## src/hw/rtl/clc_pkg.sv

```systemverilog
// Shared constants, command types and widths for the circular log capture block.
package clc_pkg;

  // Store depth; must be a power of two (16 .. 65536).
  localparam int unsigned BUFFER_DEPTH = 16384;
  localparam int unsigned ADDR_W       = $clog2(BUFFER_DEPTH);
  localparam int unsigned CNT_W        = ADDR_W + 1;
  localparam int unsigned BYTE_W       = 8;
  localparam int unsigned MODE_W       = 2;
  localparam int unsigned LIMIT_W      = 17;

  localparam int unsigned IN_TDATA_W  = ((BYTE_W + LIMIT_W + 7) / 8) * 8;
  localparam int unsigned OUT_TDATA_W = ((BYTE_W + CNT_W + 7) / 8) * 8;

  typedef enum logic [MODE_W-1:0] {
    MODE_APPEND = 2'd0,
    MODE_OPEN   = 2'd1,
    MODE_READ   = 2'd2
  } mode_e;

  // Classified command; CMD_NONE covers the unused mode and a zero-limit open.
  typedef enum logic [1:0] {
    CMD_APPEND,
    CMD_OPEN,
    CMD_READ,
    CMD_NONE
  } cmd_kind_e;

  typedef struct packed {
    cmd_kind_e          kind;
    logic [BYTE_W-1:0]  data_byte;
    logic [LIMIT_W-1:0] cap;       // limit minus one
  } cmd_t;

endpackage

```

## src/hw/rtl/clc_front.sv

```systemverilog
// Front end: accepts input transactions, classifies them and queues the commands.
module clc_front (
  input  logic                           clk_i,
  input  logic                           rst_ni,
  input  logic                           s_axis_tvalid,
  output logic                           s_axis_tready,
  input  logic [clc_pkg::IN_TDATA_W-1:0] s_axis_tdata,
  input  logic [clc_pkg::MODE_W-1:0]     s_axis_tuser,
  output logic                           cmd_valid_o,
  output clc_pkg::cmd_t                  cmd_o,
  input  logic                           cmd_pop_i
);

  clc_pkg::cmd_t                      slot_q [2];
  logic                               wr_ptr_q, wr_ptr_d;
  logic                               rd_ptr_q, rd_ptr_d;
  logic [1:0]                         count_q, count_d;
  clc_pkg::cmd_t                      cmd_in;
  logic [clc_pkg::LIMIT_W-1:0]        limit;
  logic                               push, pop;

  assign limit = s_axis_tdata[clc_pkg::BYTE_W +: clc_pkg::LIMIT_W];

  always_comb begin
    cmd_in.data_byte = s_axis_tdata[clc_pkg::BYTE_W-1:0];
    cmd_in.cap       = limit - clc_pkg::LIMIT_W'(1);
    case (clc_pkg::mode_e'(s_axis_tuser))
      clc_pkg::MODE_APPEND: cmd_in.kind = clc_pkg::CMD_APPEND;
      clc_pkg::MODE_OPEN: begin
        cmd_in.kind = (limit == '0) ? clc_pkg::CMD_NONE : clc_pkg::CMD_OPEN;
      end
      clc_pkg::MODE_READ:   cmd_in.kind = clc_pkg::CMD_READ;
      default:              cmd_in.kind = clc_pkg::CMD_NONE;
    endcase
  end

  assign s_axis_tready = (count_q != 2'd2);
  assign push          = s_axis_tvalid && s_axis_tready;
  assign pop           = cmd_pop_i && (count_q != 2'd0);

  assign cmd_valid_o = (count_q != 2'd0);
  assign cmd_o       = slot_q[rd_ptr_q];

  always_comb begin
    wr_ptr_d = push ? ~wr_ptr_q : wr_ptr_q;
    rd_ptr_d = pop ? ~rd_ptr_q : rd_ptr_q;
    count_d  = count_q + {1'b0, push} - {1'b0, pop};
  end

  always_ff @(posedge clk_i or negedge rst_ni) begin
    if (!rst_ni) begin
      wr_ptr_q <= 1'b0;
      rd_ptr_q <= 1'b0;
      count_q  <= 2'd0;
    end else begin
      wr_ptr_q <= wr_ptr_d;
      rd_ptr_q <= rd_ptr_d;
      count_q  <= count_d;
    end
  end

  always_ff @(posedge clk_i) begin
    if (push) begin
      slot_q[wr_ptr_q] <= cmd_in;
    end
  end

endmodule

```

## config.mk

```make
export PLATFORM = sky130hd
export DESIGN_NAME = clc_front
export DESIGN_NICKNAME = d
export VERILOG_FILES = /design/src/hw/rtl/clc_pkg.sv /design/src/hw/rtl/clc_front.sv
export SDC_FILE = /design/constraint.sdc
export NUM_CORES = 1
export LEC_CHECK = 0
export BUFFER_PORTS_ARGS = -buffer_cell sky130_fd_sc_hd__buf_4
export CORE_AREA = 2 2 92 85
export CTS_CLUSTER_SIZE = 25
export DETAILED_ROUTE_END_ITERATION = 12
export DIE_AREA = 0 0 94 87
export GPL_TIMING_DRIVEN = 0
export MAX_ROUTING_LAYER = met4
export PLACE_DENSITY = 0.55
export SKIP_CTS_REPAIR_TIMING = 1
export SLEW_MARGIN = 20
export SYNTH_ARGS = -nofsm -noshare
export SYNTH_HDL_FRONTEND = slang
export SYNTH_SLANG_ARGS = --single-unit
```

## constraint.sdc

```tcl
create_clock -name clk_i -period 3.9 [get_ports clk_i]
set_input_delay 0.78 -clock clk_i [delete_from_list [all_inputs] [get_ports clk_i]]
set_output_delay 0.78 -clock clk_i [all_outputs]
set_load 0.02 [all_outputs]
```

== After elaboration in Yosys (flattened, before gate mapping) ==
Memories as Yosys holds them, arrays and structs flattened.
Index checks and enable logic that the tools add are counted.
Widths: inputs -> output; s select.
Storage, ports and cells
  flip-flop bits (word level): 4
  RAM bits: 54
  input bits: 38
  logic and storage cells: 21
  memories kept: 1
Cells by class
  add/sub/neg operators: 3
  eq/ne operators: 3
  multiplexer cells: 4
  bitwise logic cells: 2
  reductions and logical operators: 5
Memories
  slot_q: depth 2, width 27, rd ports 1, clocked after Yosys merged registers in 0, wr ports 1, RTL line clc_front.sv:14  | clc_pkg::cmd_t slot_q [2];
Operators by type and width (number)
  $logic_not 17->1: 1
  $sub 17x1->17 const B: 1
  $pmux 2 s3: 1
  $add 2x1->2: 1
  $eq 2x1->1 const B: 1
  $eq 2x2->1 const B: 1
  $logic_and 1x1->1: 2
  $logic_not 2->1: 1
  $mux 1: 2
  $mux 2: 1
  $ne 2x2->1 const B: 1
  $not 1->1: 2
  $reduce_bool 2->1: 1
  $sub 2x1->2: 1

== Depth between registers and ports, before layout ==
  word-level depth: 4
  depth in mapped cells: 7
  gate-level depth less buffers: 7

== Worst setup path after synthesis ==
OpenSTA, ideal clock, no wires.
  kind: input to register
  start: input port s_axis_tvalid
  end: memory slot_q[0][0] (netlist name), enable pin
  arrival: 2.030 ns
  data required time: 3.489 ns
  path slack: 1.459 ns
  stages on the path: 2
  path buffers: 0
  cell sequence: nand2_1 > nor2_1
On the way
  cells in the longest elaborated chain, start to end: 3
Ends and longest elaborated chain
  start: declaration: RTL line clc_front.sv:5  | input logic s_axis_tvalid,
  $logic_and 1x1->1: RTL line clc_front.sv:38  | assign push = s_axis_tvalid && s_axis_tready;
  $mux 1: RTL line clc_front.sv:63  | if (push) begin
  $mux 1 (implied by the code): RTL line clc_front.sv:64  | slot_q[wr_ptr_q] <= cmd_in;
  end: declaration: RTL line clc_front.sv:14
Every way passes these cells.

==> impl_metrics.yaml <==
clock_network:
  numCtsBuffers: 9
  cts.path.max_buffers: 2
  cts_root_buffer: "clkbuf_8"
  cts_tree: "built"
  insertion_delay_ps: 330
  clock_sinks: 58
  ctsHtreeMaxLevel: 3
  clk_pin_slew_worst_paths_ps: 60
critical_path:
  worstPathArrival_ps: 1730
  crit_path_top_delay_cell: "mux2_2"
  cp_common_cell: "buf_2"
  crit_buf_inv: 3
  timing_worst_setup_path_type: "flip-flop to output port"
  worstReg2RegStart: "count_q[1]$_DFF_PN0_"
  path_max_fanout: 10
  required_ps: 3120
  reg2regPathDepth: 7
  timing.rr.end: "count_q[1]$_DFF_PN0_"
  r2r_slack_ps: 2150
  critPathTopFamily: "buffers and inverters"
  worst-path-stages: 4
  end_kind: "output port"
  crit_chain: "buf_2 > buf_2 > mux2_2 > buf_4"
  max_stage_delay_ps: 380
  start_kind: "flip-flop"
power:
  pwr_density_cell_nw_per_um2: 693
  peakVddDrop_mv: 0.203
  p_leak_nw: 1.24
global_routing:
  grt_usage_pct: 11.9
  grt_max_degree: 28
  grt_first_pass_wirelength_um: 6810
  grt_overflow: 0
  antenna_found_initial: 0
  grt_pass1_vias: 1402
placed_design:
  port-buffer-count: 59
  gp_congestion: 0.701
  dp_hpwl_um: 3020
  place_worst_setup_slack_ps: 1440
  place_inst: 302
sta:
  finalCritPeriodShare_pct: 64.4
  period_needed_ps: 2510
  worst_slew_pin_slew_ps: 703
  slew_viol_final: 0
  setup_slack_ps: 1390
  setup_viol: 0
  relSlewSlack_pct: 53.1
  hold_viol_final: 0
  clock.fmax_mhz: 398
  fin_tns_setup_ps: 0
  clock_skew_ps: 4.03
  rsz0062_at_grt: "no"
yosys:
  synth_top_cells_by_area: "edfxtp_1 66%, mux2_2 12%, dfrtp_1 4.1%, xor2_1 3.6%, xnor2_1 2.8%"
  syn_area_um2: 2460
  ys_warn_count: 0
  syn_inst: 146
  yosysTopAreaCell: "edfxtp_1"
  syn-num-nets: 187
  ys_ff_latch: 58
  ys_seq_area_share_pct: 69.9
  synth.avg_cell_area_um2: 16.9
  synth_cell_types: 26
  synth_top_area_share_pct: 65.8
detailed_routing:
  drt-pass1-iter-count: 4
  ant_nets: 0
  wl_per_cell_um: 13.8
  drtIter0Drc: 44
  dr_total_vias: 1433
  vias_per_cell: 4.52
  wirelength_um: 4370
  drc: 0
floorplanning:
  dieArea_um2: 8180
  die_x_um: 94
  core_um2: 7320
  initial_utilization_pct: 33.7
  die_h_um: 87
  rows: 30
  ioPinCount: 67
layout:
  fin_util_pct: 44.2
  final_cell_mix: "59 x buf_4, 54 x edfxtp_1, 27 x mux2_2"
  nets: 258
  multi_input_area_um2: 713
  regArea_um2: 1720
  fill_cells: 663
  final_common_cell: "buf_4"
  drive_above_1_share_pct: 49.3
  diodes: 0
  instances_no_fill: 317
  area_growth_pct: 31.3
hold_path:
  hp-class: "primary input to asynchronous set/reset pin"
job:
  cap_violations: 0
run_status:
  status: "completed"
-- report_power, final --
part	switching [mW]	internal, mW	total, mW
registers	0.0355	0.858	0.894
logic	0.467	0.394	0.861
clock network	0.208	0.280	0.488
-- synth_stat cells (all sizes together) --
master,n
nor4,3
mux2,27
nor3b,1
nor2,7
inv,5
ha,3
and2,2
nand4b,2
nand2b,1
buf,3
or3,1
dfrtp,4
nand2,6
edfxtp,54
nor3,3
xnor2,8
clkbuf,1
a31o,1
xor2,10
and3,1
o31ai,1
or4,1
or2,1
-- cell families (layout without fill, tap and decap cells) --
| group | Yosys count | in the layout | synth area share (%) |
|---|---|---|---|
| xor gates and xnor gates | 18 | 18 | 6.40 |
| buffers and inverters | 9 | 84 | 1.52 |
| DFF | 58 | 58 | 69.9 |
| muxes | 27 | 27 | 12.3 |
| AOI/OAI and AO/OA | 2 | 2 | 0.660 |
| adders and majority gates | 3 | 3 | 1.52 |
| and+or+nand+nor | 29 | 29 | 7.67 |
-- worst max path at each step --
stage / end / from
CTS: cmd_o[19] / rd_ptr_q$_DFFE_PN0P_
finish: cmd_o[11] / rd_ptr_q$_DFFE_PN0P_
floorplan: slot_q[0][0]$_DFFE_PP_ / s_axis_tvalid
detailed placement: slot_q[1][16]$_DFFE_PP_ / s_axis_tdata[8]
global placement: slot_q[0][9]$_DFFE_PP_ / s_axis_tvalid
global route: cmd_o[10] / rd_ptr_q$_DFFE_PN0P_
-- per-layer routing --
| layer | up-vias | track usage [%] | wire length, µm |
|---|---|---|---|
| li1 | 682 | - | - |
| met1 | 687 | 14.3 | 2050 |
| met2 | 55 | 17.7 | 2000 |
| met3 | 9 | 3.98 | 248 |
| met4 | 0 | 6.72 | 70 |
| met5 | - | - | 0 |
-- state kept, by name, indices dropped and copies added (netlist names) --
| register | cells |
|---|---|
| slot_q | 54 |
| count_q | 2 |
| rd_ptr_q | 1 |
| wr_ptr_q | 1 |
-- layout make-up --
| type | count | area share, % |
|---|---|---|
| buffer | 4 | 0.580 |
| clock buffer | 9 | 3.83 |
| clock inverter | 6 | 1.51 |
| inverter | 5 | 0.580 |
| multi-input combinational | 79 | 22.0 |
| sequential | 58 | 53.2 |
| tap | 96 | 3.71 |
| timing repair buffer | 60 | 14.5 |
-- metrics by stage --
step | hold WS, ps | power (mW) | area (µm²)
after floorplan | 460 | 1.42 | 2460
after global placement | 476 | 1.75 | 3030
after detailed placement | 483 | 1.78 | 3060
after CTS | 220 | 2.28 | 3240
after global routing | 218 | 2.37 | 3240
final | 241 | 2.24 | 3240
(Power assumes the default switching activity.)
